**src/hw/rtl/rpid_pkg.sv**
```systemverilog
// Shared types, register indexes, reset values and the control store for the rate PID.
// Used by rpid_dpath and rate_pid_with_integral_threshold; depends on nothing else.
package rpid_pkg;

  // Configuration register indexes.
  typedef enum logic [2:0] {
    REG_SETPOINT    = 3'd0,
    REG_GAIN_PROP   = 3'd1,
    REG_GAIN_INTEG  = 3'd2,
    REG_GAIN_DERIV  = 3'd3,
    REG_STEP_PERIOD = 3'd4,
    REG_STEP_RATE   = 3'd5,
    REG_INTEG_THR   = 3'd6
  } reg_idx_t;

  localparam int CFG_DATA_W = 24;

  localparam logic [7:0]  RST_SETPOINT    = 8'd0;
  localparam logic [23:0] RST_GAIN_PROP   = 24'(-318505);
  localparam logic [23:0] RST_GAIN_INTEG  = 24'(-5354291);
  localparam logic [23:0] RST_GAIN_DERIV  = 24'd22145;
  localparam logic [15:0] RST_STEP_PERIOD = 16'd1311;
  localparam logic [13:0] RST_STEP_RATE   = 14'd50;
  localparam logic [15:0] RST_INTEG_THR   = 16'd0;

  // Configuration as seen by the datapath. Signed fields are reinterpreted where used.
  typedef struct packed {
    logic [7:0]  setpoint;
    logic [23:0] gain_prop;
    logic [23:0] gain_integ;
    logic [23:0] gain_deriv;
    logic [15:0] step_period;
    logic [13:0] step_rate;
    logic [15:0] integ_threshold;
  } cfg_t;

  // Operand pair routed to the shared multiplier.
  typedef enum logic [2:0] {
    MUL_NONE,
    MUL_E_PER,
    MUL_DIFF_RATE,
    MUL_GD_DERIV,
    MUL_GP_E,
    MUL_G_AH,
    MUL_G_AL
  } mul_sel_t;

  // Datapath register action of a step.
  typedef enum logic [3:0] {
    OP_NOP,
    OP_LOAD,
    OP_DIFF,
    OP_ACC_UPD,
    OP_TAKE_MAG,
    OP_SUM_LOAD,
    OP_SUM_ADD,
    OP_PH_SAVE,
    OP_ITERM,
    OP_SUM_ITERM,
    OP_MAG,
    OP_EMIT
  } op_t;

  // Condition under which the sequencer leaves a step.
  typedef enum logic [1:0] {
    C_ALWAYS,
    C_IN,
    C_OUT
  } cond_t;

  localparam int STEP_W = 4;
  typedef logic [STEP_W-1:0] step_t;

  localparam step_t STEP_IDLE     = 4'd0;
  localparam step_t STEP_DIFF     = 4'd1;
  localparam step_t STEP_ACC      = 4'd2;
  localparam step_t STEP_MAGS     = 4'd3;
  localparam step_t STEP_DTERM    = 4'd4;
  localparam step_t STEP_PTERM    = 4'd5;
  localparam step_t STEP_PH       = 4'd6;
  localparam step_t STEP_ITERM    = 4'd7;
  localparam step_t STEP_SUM_I    = 4'd8;
  localparam step_t STEP_MAG      = 4'd9;
  localparam step_t STEP_EMIT     = 4'd10;

  typedef struct packed {
    mul_sel_t mul;
    op_t      op;
    cond_t    cond;
    step_t    next;
  } uword_t;

  // Control handed from the sequencer to the datapath.
  typedef struct packed {
    mul_sel_t mul;
    op_t      op;
    logic     go;
  } dp_ctl_t;

  function automatic uword_t ucode_rom(input step_t addr);
    uword_t w;
    w = '{mul: MUL_NONE, op: OP_NOP, cond: C_ALWAYS, next: STEP_IDLE};
    unique case (addr)
      STEP_IDLE:  w = '{mul: MUL_NONE,      op: OP_LOAD,      cond: C_IN,     next: STEP_DIFF};
      STEP_DIFF:  w = '{mul: MUL_E_PER,     op: OP_DIFF,      cond: C_ALWAYS, next: STEP_ACC};
      STEP_ACC:   w = '{mul: MUL_DIFF_RATE, op: OP_ACC_UPD,   cond: C_ALWAYS, next: STEP_MAGS};
      STEP_MAGS:  w = '{mul: MUL_GD_DERIV,  op: OP_TAKE_MAG,  cond: C_ALWAYS, next: STEP_DTERM};
      STEP_DTERM: w = '{mul: MUL_GP_E,      op: OP_SUM_LOAD,  cond: C_ALWAYS, next: STEP_PTERM};
      STEP_PTERM: w = '{mul: MUL_G_AH,      op: OP_SUM_ADD,   cond: C_ALWAYS, next: STEP_PH};
      STEP_PH:    w = '{mul: MUL_G_AL,      op: OP_PH_SAVE,   cond: C_ALWAYS, next: STEP_ITERM};
      STEP_ITERM: w = '{mul: MUL_NONE,      op: OP_ITERM,     cond: C_ALWAYS, next: STEP_SUM_I};
      STEP_SUM_I: w = '{mul: MUL_NONE,      op: OP_SUM_ITERM, cond: C_ALWAYS, next: STEP_MAG};
      STEP_MAG:   w = '{mul: MUL_NONE,      op: OP_MAG,       cond: C_ALWAYS, next: STEP_EMIT};
      STEP_EMIT:  w = '{mul: MUL_NONE,      op: OP_EMIT,      cond: C_OUT,    next: STEP_IDLE};
      default:    w = '{mul: MUL_NONE,      op: OP_NOP,       cond: C_ALWAYS, next: STEP_IDLE};
    endcase
    return w;
  endfunction

endpackage

```
**src/hw/rtl/rate_pid_with_integral_threshold.sv**
```systemverilog
// Top level of the rate PID with thresholded integration: configuration registers,
// microcoded sequencer and output register; instantiates rpid_dpath, uses rpid_pkg.
//
//   Port group  Direction  Handshake          Payload
//   in_         input      in_valid/in_stall  in_rate_sample
//   out_        output     out_valid/out_stall out_drive, out_error_now
//   cfg_        input      cfg_we             cfg_addr, cfg_wdata
//
// A transaction runs through an eleven-step control program; most steps drive the one
// shared 33x33 multiplier or one wide adder, the output register is loaded in the last step
// once that register is free, and a new sample is taken only in the idle step.
// rst_n is synchronous and active low; it restores the register reset values and clears
// the integral and the previous error.
// The output register holds a result until taken; the last step waits there while
// out_stall keeps the previous result in place. in_stall is high outside the idle step.
module rate_pid_with_integral_threshold import rpid_pkg::*; #(
  parameter int ACC_WIDTH = 48
) (
  input  logic                  clk,
  input  logic                  rst_n,
  input  logic                  in_valid,
  output logic                  in_stall,
  input  logic signed [15:0]    in_rate_sample,
  output logic                  out_valid,
  input  logic                  out_stall,
  output logic signed [15:0]    out_drive,
  output logic signed [16:0]    out_error_now,
  input  logic                  cfg_we,
  input  logic [2:0]            cfg_addr,
  input  logic [CFG_DATA_W-1:0] cfg_wdata
);

  cfg_t               cfg_r;
  step_t              step_r;
  step_t              step_nxt;
  logic               out_valid_r;
  logic               out_valid_nxt;
  logic signed [15:0] out_drive_r;
  logic signed [16:0] out_error_now_r;

  uword_t             uw;
  dp_ctl_t            ctl;
  logic               cond_ok;
  logic               slot_free;
  logic               emit;
  logic signed [15:0] dp_drive;
  logic signed [16:0] dp_error_now;

  // Configuration registers.
  always_ff @(posedge clk) begin
    if (!rst_n) begin
      cfg_r.setpoint        <= RST_SETPOINT;
      cfg_r.gain_prop       <= RST_GAIN_PROP;
      cfg_r.gain_integ      <= RST_GAIN_INTEG;
      cfg_r.gain_deriv      <= RST_GAIN_DERIV;
      cfg_r.step_period     <= RST_STEP_PERIOD;
      cfg_r.step_rate       <= RST_STEP_RATE;
      cfg_r.integ_threshold <= RST_INTEG_THR;
    end else if (cfg_we) begin
      unique case (cfg_addr)
        REG_SETPOINT:    cfg_r.setpoint        <= cfg_wdata[7:0];
        REG_GAIN_PROP:   cfg_r.gain_prop       <= cfg_wdata[23:0];
        REG_GAIN_INTEG:  cfg_r.gain_integ      <= cfg_wdata[23:0];
        REG_GAIN_DERIV:  cfg_r.gain_deriv      <= cfg_wdata[23:0];
        REG_STEP_PERIOD: cfg_r.step_period     <= cfg_wdata[15:0];
        REG_STEP_RATE:   cfg_r.step_rate       <= cfg_wdata[13:0];
        REG_INTEG_THR:   cfg_r.integ_threshold <= cfg_wdata[15:0];
        default: begin
        end
      endcase
    end
  end

  // Sequencer: the control word of the current step decides the exit condition.
  assign uw        = ucode_rom(step_r);
  assign slot_free = !out_valid_r || !out_stall;

  always_comb begin
    unique case (uw.cond)
      C_ALWAYS: cond_ok = 1'b1;
      C_IN:     cond_ok = in_valid;
      C_OUT:    cond_ok = slot_free;
      default:  cond_ok = 1'b1;
    endcase
  end

  assign step_nxt = cond_ok ? uw.next : step_r;
  assign in_stall = (uw.cond != C_IN);
  assign emit     = (uw.cond == C_OUT) && slot_free;

  assign ctl.mul = uw.mul;
  assign ctl.op  = uw.op;
  assign ctl.go  = cond_ok;

  always_comb begin
    if (emit) begin
      out_valid_nxt = 1'b1;
    end else if (!out_stall) begin
      out_valid_nxt = 1'b0;
    end else begin
      out_valid_nxt = out_valid_r;
    end
  end

  always_ff @(posedge clk) begin
    if (!rst_n) begin
      step_r      <= STEP_IDLE;
      out_valid_r <= 1'b0;
    end else begin
      step_r      <= step_nxt;
      out_valid_r <= out_valid_nxt;
    end
  end

  always_ff @(posedge clk) begin
    if (emit) begin
      out_drive_r     <= dp_drive;
      out_error_now_r <= dp_error_now;
    end
  end

  rpid_dpath #(
    .ACC_WIDTH (ACC_WIDTH)
  ) u_dpath (
    .clk         (clk),
    .rst_n       (rst_n),
    .cfg         (cfg_r),
    .ctl         (ctl),
    .rate_sample (in_rate_sample),
    .drive       (dp_drive),
    .error_now   (dp_error_now)
  );

  assign out_valid     = out_valid_r;
  assign out_drive     = out_drive_r;
  assign out_error_now = out_error_now_r;

endmodule

```
**src/hw/rtl/rpid_dpath.sv**
```systemverilog
// Datapath of the rate PID: error, saturating integral, shared multiplier and drive sum.
// Driven step by step by the sequencer in the top level; depends on rpid_pkg.
module rpid_dpath import rpid_pkg::*; #(
  parameter int ACC_WIDTH = 48
) (
  input  logic               clk,
  input  logic               rst_n,
  input  cfg_t               cfg,
  input  dp_ctl_t            ctl,
  input  logic signed [15:0] rate_sample,
  output logic signed [15:0] drive,
  output logic signed [16:0] error_now
);

  // Wide enough for the integral plus one increment without overflow.
  localparam int SW = ACC_WIDTH + 2;
  localparam logic signed [SW-1:0] ACC_HI = (SW'(1) << (ACC_WIDTH - 1)) - SW'(1);
  localparam logic signed [SW-1:0] ACC_LO = -(SW'(1) << (ACC_WIDTH - 1));
  localparam logic [63:0] ITERM_CLAMP = 64'd1 << 60;

  logic signed [16:0]          e_r;
  logic signed [16:0]          last_err_r;
  logic                        integ_en_r;
  logic signed [17:0]          diff_r;
  logic signed [ACC_WIDTH-1:0] integ_acc_r;
  logic signed [63:0]          prod_r;
  logic [63:0]                 ph_r;
  logic [63:0]                 amag_r;
  logic [23:0]                 gmag_r;
  logic                        ineg_r;
  logic [60:0]                 iterm_r;
  logic signed [63:0]          sum_r;
  logic                        sneg_r;
  logic [47:0]                 mag_r;

  logic signed [16:0]   e_new;
  logic [16:0]          emag_new;
  logic signed [32:0]   mul_a;
  logic signed [32:0]   mul_b;
  logic signed [65:0]   product;
  logic signed [SW-1:0] acc_sum;
  logic signed [63:0]   acc_ext;
  logic [63:0]          iterm_raw;
  logic signed [63:0]   sum_abs;

  assign e_new    = 17'(rate_sample) - 17'($signed(cfg.setpoint));
  assign emag_new = e_new[16] ? 17'(-e_new) : 17'(e_new);

  always_comb begin
    mul_a = '0;
    mul_b = '0;
    unique case (ctl.mul)
      MUL_NONE: begin
        mul_a = '0;
        mul_b = '0;
      end
      MUL_E_PER: begin
        mul_a = 33'(e_r);
        mul_b = $signed({17'd0, cfg.step_period});
      end
      MUL_DIFF_RATE: begin
        mul_a = 33'(diff_r);
        mul_b = $signed({19'd0, cfg.step_rate});
      end
      MUL_GD_DERIV: begin
        mul_a = 33'($signed(cfg.gain_deriv));
        mul_b = 33'($signed(prod_r[31:0]));
      end
      MUL_GP_E: begin
        mul_a = 33'($signed(cfg.gain_prop));
        mul_b = 33'(e_r);
      end
      MUL_G_AH: begin
        mul_a = $signed({9'd0, gmag_r});
        mul_b = $signed({1'b0, amag_r[63:32]});
      end
      MUL_G_AL: begin
        mul_a = $signed({9'd0, gmag_r});
        mul_b = $signed({1'b0, amag_r[31:0]});
      end
      default: begin
        mul_a = '0;
        mul_b = '0;
      end
    endcase
  end

  assign product = mul_a * mul_b;

  assign acc_sum = SW'(integ_acc_r) + SW'($signed(prod_r[32:0]));
  assign acc_ext = 64'(integ_acc_r);

  // High partial product at prod_r's previous step, low partial product now in prod_r.
  assign iterm_raw = {4'd0, ph_r[43:0], 16'd0} + {16'd0, prod_r[63:16]};
  assign sum_abs   = sum_r[63] ? -sum_r : sum_r;

  always_ff @(posedge clk) begin
    if (!rst_n) begin
      integ_acc_r <= '0;
      last_err_r  <= '0;
    end else if (ctl.go) begin
      if (ctl.op == OP_ACC_UPD && integ_en_r) begin
        if (acc_sum > ACC_HI) begin
          integ_acc_r <= ACC_HI[ACC_WIDTH-1:0];
        end else if (acc_sum < ACC_LO) begin
          integ_acc_r <= ACC_LO[ACC_WIDTH-1:0];
        end else begin
          integ_acc_r <= acc_sum[ACC_WIDTH-1:0];
        end
      end
      if (ctl.op == OP_EMIT) begin
        last_err_r <= e_r;
      end
    end
  end

  always_ff @(posedge clk) begin
    if (ctl.go) begin
      if (ctl.mul != MUL_NONE) begin
        prod_r <= product[63:0];
      end
      unique case (ctl.op)
        OP_LOAD: begin
          e_r        <= e_new;
          integ_en_r <= emag_new > {1'b0, cfg.integ_threshold};
        end
        OP_DIFF: begin
          diff_r <= 18'(e_r) - 18'(last_err_r);
        end
        OP_TAKE_MAG: begin
          amag_r <= acc_ext[63] ? 64'(-acc_ext) : 64'(acc_ext);
          gmag_r <= cfg.gain_integ[23] ? 24'(-$signed(cfg.gain_integ)) : cfg.gain_integ;
          ineg_r <= cfg.gain_integ[23] != integ_acc_r[ACC_WIDTH-1];
        end
        OP_SUM_LOAD: begin
          sum_r <= prod_r;
        end
        OP_SUM_ADD: begin
          sum_r <= sum_r + prod_r;
        end
        OP_PH_SAVE: begin
          ph_r <= prod_r;
        end
        OP_ITERM: begin
          // The term saturates at 2^60 once the high partial product reaches 2^44 or the sum passes 2^60.
          if (|ph_r[63:44] || iterm_raw > ITERM_CLAMP) begin
            iterm_r <= ITERM_CLAMP[60:0];
          end else begin
            iterm_r <= iterm_raw[60:0];
          end
        end
        OP_SUM_ITERM: begin
          sum_r <= ineg_r ? sum_r - $signed({3'd0, iterm_r}) : sum_r + $signed({3'd0, iterm_r});
        end
        OP_MAG: begin
          sneg_r <= sum_r[63];
          mag_r  <= sum_abs[63:16];
        end
        OP_NOP, OP_ACC_UPD, OP_EMIT: begin
        end
        default: begin
        end
      endcase
    end
  end

  // Truncation toward zero happened in the magnitude; saturate, then restore the sign.
  always_comb begin
    if (sneg_r) begin
      drive = (mag_r > 48'd32768) ? -16'sd32768 : $signed(16'(-mag_r[15:0]));
    end else begin
      drive = (mag_r > 48'd32767) ? 16'sd32767 : $signed(mag_r[15:0]);
    end
  end

  assign error_now = e_r;

endmodule

```
**config.mk**
```make
export PLATFORM = sky130hd
export DESIGN_NAME = rate_pid_with_integral_threshold
export DESIGN_NICKNAME = d
export VERILOG_FILES = /design/src/hw/rtl/rpid_pkg.sv /design/src/hw/rtl/rate_pid_with_integral_threshold.sv /design/src/hw/rtl/rpid_dpath.sv
export SDC_FILE = /design/constraint.sdc
export NUM_CORES = 2
export LEC_CHECK = 0
export ABC_AREA = 0
export BUFFER_PORTS_ARGS = -buffer_cell sky130_fd_sc_hd__buf_4
export CORE_ASPECT_RATIO = 1.5
export CORE_UTILIZATION = 60
export DETAILED_ROUTE_END_ITERATION = 6
export PLACE_DENSITY = 0.88
export RECOVER_POWER = 50
export SETUP_SLACK_MARGIN = 0.2
export SYNTH_ARGS = -nofsm -noshare
export SYNTH_HDL_FRONTEND = slang
export SYNTH_HIERARCHICAL = 1
export SYNTH_SLANG_ARGS = --single-unit
```
**constraint.sdc**
```tcl
create_clock -name clk -period 30.5 [get_ports clk]
set_input_delay 3.05 -clock clk [delete_from_list [all_inputs] [get_ports clk]]
set_output_delay 3.05 -clock clk [all_outputs]
set_load 0.01 [all_outputs]
```
# Word level (Yosys, flattened, before mapping)
# Memory sizes are Yosys's and may differ from the RTL's. A register that Yosys moved wholly into a read port is not among the register bits.
# Index checks and enable logic that the tools add are counted.
[classes]
addsub = 12
multipliers = 1
order_cmp = 6
eq_ne = 28
mux = 18
n_reduce_logical = 28
[op_table]
columns = ["op", "n"]
rows = [
  ["33-bit case mux with 6 select lines", 1],
  ["64-bit case mux with 3 select lines", 1],
  ["33-bit case mux with 5 select lines", 1],
  ["48-bit 2-to-1 mux", 2],
  ["64-bit by 62-bit adder with 64-bit output", 1],
  ["64-bit adder", 1],
  ["64-bit by 61-bit > comparator with 1-bit output, second input constant", 1],
  ["33-bit by 33-bit multiplier with 64-bit output", 1],
  ["64-bit 2-to-1 mux", 1],
  ["48-bit negator with 64-bit output", 1],
  ["64-bit negator", 1],
  ["64-bit by 62-bit subtractor with 64-bit output", 1],
  ["63-bit 2-to-1 mux", 1],
  ["60-bit by 48-bit adder with 61-bit output", 1],
  ["50-bit by 48-bit > comparator with 1-bit output, second input constant", 1],
  ["50-bit by 48-bit < comparator with 1-bit output, second input constant", 1],
  ["48-bit by 33-bit adder with 49-bit output", 1],
  ["48-bit by 15-bit > comparator with 1-bit output, second input constant", 1],
  ["48-bit by 16-bit > comparator with 1-bit output, second input constant", 1],
  ["16-bit 2-to-1 mux", 3],
  ["47-bit 2-to-1 mux", 1],
  ["2-bit AND reduction", 17],
  ["24-bit negator", 1],
  ["23-bit 2-to-1 mux", 1],
  ["other kinds (27)", 50],
]
[word_totals]
reg_bits = 656
rom_bits = 208
n_memories = 1
[memory_table]
columns = ["memory", "depth", "width", "read_ports", "rd_ports_with_merged_regs", "wr", "line", "source"]
rows = [
  ["(no name shown)", 16, 13, 1, 1, 0, "rpid_pkg.sv:103", "unique case (addr)"],
]

# Depth between registers and ports, before layout
[logic_depth]
depth_word = 5
ltp_mapped = 42
ltp_nobuf = 35

# Cells and area by module
# Netlist, hierarchy kept.
[modules_own_cells]
columns = ["mod", "instances", "cells_per_inst", "area_each_um2", "seq_area_each_um2"]
rows = [
  ["rpid_dpath", 1, 7152, 65017.4, 14123.5],
  ["rate_pid_with_integral_threshold", 1, 681, 6367.4, 3853.7],
]

# Worst setup path after synthesis
# OpenSTA, ideal clock, no wires.
[synth_path]
path_kind = "input port to flip-flop"
start = "input out_stall"
end = "register u_dpath.amag_r[0], enable pin"
setup_time_ps = 646
arrival_time_ps = 9668
required_ps = 29854
path_slack_ps = 20186
stages = 5
path_cell_list = "a21bo_2 > buf_4 > nand2_1 > nand3b_1 > nor3_1"
[synth_between]
elab_chain_len = 4
[synth_lines]
columns = ["item", "line", "source"]
rows = [
  ["start, declared", "rate_pid_with_integral_threshold.sv:25", "input logic out_stall,"],
  ["1-bit zero test", "n/a", ""],
  ["1-bit logical OR", "rate_pid_with_integral_threshold.sv:76", "assign slot_free = !out_valid_r || !out_stall;"],
  ["1-bit case mux with 2 select lines", "rate_pid_with_integral_threshold.sv:79", "unique case (uw.cond)"],
  ["via cond_ok", "rate_pid_with_integral_threshold.sv:43", "logic cond_ok;"],
  ["2-bit AND reduction (no source line)", "n/a", ""],
  ["end signal, assigned", "rpid_dpath.sv:131", "amag_r <= acc_ext[63] ? 64'(-acc_ext) : 64'(acc_ext);"],
  ["end, declared", "rpid_dpath.sv:28", "logic [63:0] amag_r;"],
]
# The timed path passes the listed nets, and every way through them passes these cells.
# A chain may end at the register's enable or synchronous reset.

# Worst setup path after layout
[layout_path]
start = "register uw[11] (netlist name)"
end = "register u_dpath.prod_r[48] (data pin)"
[layout_between]
elab_chain_len = 4
word_cells_on_any_way = 10
classes_between = "mul: 1; eq/ne: 6; mux: 2; reduce/logical: 1"
[layout_lines]
columns = ["item", "line", "source"]
rows = [
  ["3-bit == test", "rpid_dpath.sv:52", "unique case (ctl.mul)"],
  ["2-bit OR reduction (no source line)", "n/a", ""],
  ["33-bit case mux with 5 select lines", "rpid_dpath.sv:52", ""],
  ["33-bit by 33-bit multiplier with 64-bit output (*)", "rpid_dpath.sv:88", "assign product = mul_a * mul_b;"],
  ["via u_dpath.product[48]", "rpid_dpath.sv:40", "logic signed [65:0] product;"],
  ["end signal, assigned", "rpid_dpath.sv:120", "prod_r <= product[63:0];"],
  ["end, declared", "rpid_dpath.sv:26", "logic signed [63:0] prod_r;"],
]
# The timed path passes the listed nets; every way through them passes the cells marked *.

==> flow_metrics.tcl <==
set metrics [dict create \
    slew_headroom -2.12 \
    synth-async-reset-ratio 0 \
    wl_per_cell_um 23.3 \
    postCtsSetupBuffers 0 \
    ios 83 \
    setup_viol 0 \
    synth_area_leaders "fa_1, edfxtp_1, ha_1" \
    ant_nets 0 \
    route.vias.total 58100 \
    critical_path_required_ps 30900 \
    yosysTopAreaCell "fa_1" \
    path_max_fanout 32 \
    fin_crit_sh 0.443 \
    vias_per_cell 6.19 \
    p_total_uw 6430 \
    row_count 154 \
    cts_inserted_buffers 72 \
    drt_wl_total_mm 218 \
    grt_setup_unrepaired "false" \
    clkTransAtPathRegs_ps 60 \
    drtIter0Drc 5311 \
    finalCriticalPeriod_ps 13520 \
    drv_slew 573 \
    htree_levels 3 \
    syn_avg_cell_area_um2 9.11 \
    core_area_um2 118000 \
    drtPass1Iterations 7 \
    synth_enable_flop_cells 460 \
    ir_worst_vdd_mv 0.0586 \
    critPathLaunchType "register" \
    ys_ff_latch 668 \
    layout_commonest_cell "inv_1" \
    status "complete, but fails checks" \
    dieHeight_um 424 \
    syn_area_um2 71400 \
    seq_area_frac_synth 0.252 \
    finalNetCount 9147 \
    cts_sinks 668 \
    yosysWarnings 6 \
    die_w_um 284 \
    powerDensity_nw_per_um2 84.9 \
    design_area_um2 75800 \
    synth_top_flop_cell "edfxtp_1" \
    cpPeakStageDelay_ps 1440 \
    endpoint_kind "register" \
    fmax_mhz 74.0 \
    drive_gt1_frac 0.0410 \
    p_leak_uw 0.0336 \
    skew_ps 41.1 \
    die_area_um2 120000 \
    violations "DRC, capacitance limit, slew limit" \
    area_growth_pct 6.16 \
    critPathKind "register to register" \
    grt_max_degree 115 \
    post-dp-hpwl_mm 168 \
    antenna_found_initial 6 \
    synth_top_area_share 0.261 \
    grt_util_all_layers 0.365 \
    yosysUniqueCellTypes 89 \
    cp.arrival_ps 13920 \
    final_cell_mix "inv_1, nand2_1, fa_1" \
    maxCapViolations 11 \
    crit_slowest_cell "clkbuf_1" \
    grt_overflow 0 \
    root_buffer "clkbuf_16" \
    clk_latency_ps 680 \
    remaining_drc_errors 1 \
    grt_first_pass_wirelength_mm 337 \
    final.setup.tns_ps 0 \
    start_util 0.606 \
    io_buffers 82 \
    tightest_slew_ps 4680 \
    first_global_vias 60700 \
    placedInstanceArea_um2 73600 \
    cts-resized-gates 0 \
    postSynthCellCount 7833 \
    gp_congestion 1.02 \
    cts_tree "built" \
    holdBufCountCts 0 \
    hold_viol 0 \
    clk_path_buf_depth 3 \
    hp-class "register to register" \
]
[through the flow]
stage	hold WS, ps	instances	util	setup WS, ps
final	468	9378	0.644	16980
after global routing	487	9376	0.644	16570
after CTS	455	9374	0.646	18960
after detailed placement	447	9241	0.625	19030
after global placement	442	9241	0.625	19020
after floorplan	435	7848	-	20190
[cell families (layout without fill, tap and decap cells)]
group | Yosys count | after routing | synth area share
simple gates | 2471 | 2471 | 0.156
xor+xnor | 447 | 447 | 0.0548
mux | 14 | 14 | 0.00198
buf+inv | 1438 | 1404 | 0.0759
flops | 668 | 668 | 0.252
other cells | 1 | 20 | 0.0000525
fa+ha+maj | 1347 | 1347 | 0.334
compound gates | 1447 | 1447 | 0.126
[path summary, 6_finish.rpt]
kind	slack, ps	depth (start not counted)	startpoint	to
setup reg to reg	16980	33	uw[11]	u_dpath/prod_r[48]
hold reg to reg	470	2	u_dpath/last_err_r[13]	u_dpath/last_err_r[13]
hold / removal	470	2	u_dpath/last_err_r[13]	u_dpath/last_err_r[13]
setup / recovery	16980	33	uw[11]	u_dpath/prod_r[48]
[power breakdown]
part | leakage, uW | internal [uW] | switching (uW)
clock network | 0.00116 | 510 | 399
logic | 0.0267 | 1450 | 2630
registers | 0.00578 | 1190 | 258
total | 0.0336 | 3150 | 3280
[critical path: cells and delay by family (launching register included)]
family / cells / cell delay [ps]
AOI/OAI and AO/OA: 11 / 2710
xor gates and xnor gates: 1 / 160
adders and majority gates: 9 / 4410
buffers and inverters: 6 / 3160
DFF: 1 / 840
and+or+nand+nor: 6 / 1910
[cells in the mapped netlist, types with 10 or more instances]
master	instances
mux2i_1	13
o31ai_1	40
or3_1	60
nand3_1	156
and2_1	62
nor4_1	45
o21a_1	45
a21boi_1	10
dfxtp_1	208
a21o_1	157
fa_1	930
nand4_1	65
xor2_1	144
clkbuf_1	332
a31oi_1	33
ha_1	414
a22oi_1	83
nand2_1	1017
nor2_1	688
a21oi_1	425
and4_1	16
a211oi_1	27
o21bai_1	21
and3_1	68
or4_1	20
a21boi_0	103
xnor2_1	303
buf_1	16
a221oi_1	11
o21ai_0	372
nor3_1	72
nand2b_1	74
inv_1	1078
o41ai_1	14
or2_2	30
nand3b_1	10
o211ai_1	10
nor2b_1	47
edfxtp_1	460
[layout make-up]
| type | instances | area, um2 |
|---|---|---|
| antenna | 4 | 10.0 |
| clock buffer | 89 | 1930 |
| clock inverter | 44 | 505 |
| fill | 9241 | 42000 |
| inverter | 1079 | 4050 |
| multi-input combinational | 5742 | 48100 |
| sequential | 668 | 18000 |
| tap | 1560 | 1950 |
| timing repair buffer | 192 | 1220 |
[state kept, by name, indices dropped and copies added, names as in the netlist, 12 cells and up]
signal / flops
u_dpath/error_now: 17
u_dpath/sum_r: 64
uw: 12
u_dpath/mag_r: 48
u_dpath/amag_r: 64
u_dpath/ph_r: 64
u_dpath/prod_r: 64
u_dpath/last_err_r: 17
cfg_r: 126
u_dpath/gmag_r: 24
u_dpath/integ_acc_r: 48
out_error_now: 17
u_dpath/diff_r: 18
out_drive: 16
u_dpath/iterm_r: 61
[routing by layer]
metal / routed length [um] / share of wire / up-vias / GRT usage
met5: 26 / 0.00012 / - / 0
met1: 71900 / 0.33 / 28200 / 0.391
li1: - / - / 25600 / -
met2: 104000 / 0.48 / 3185 / 0.619
met4: 21700 / 0.099 / 4 / 0.304
met3: 20200 / 0.093 / 1112 / 0.0776
Note: power is estimated with default switching activity, not from simulation.
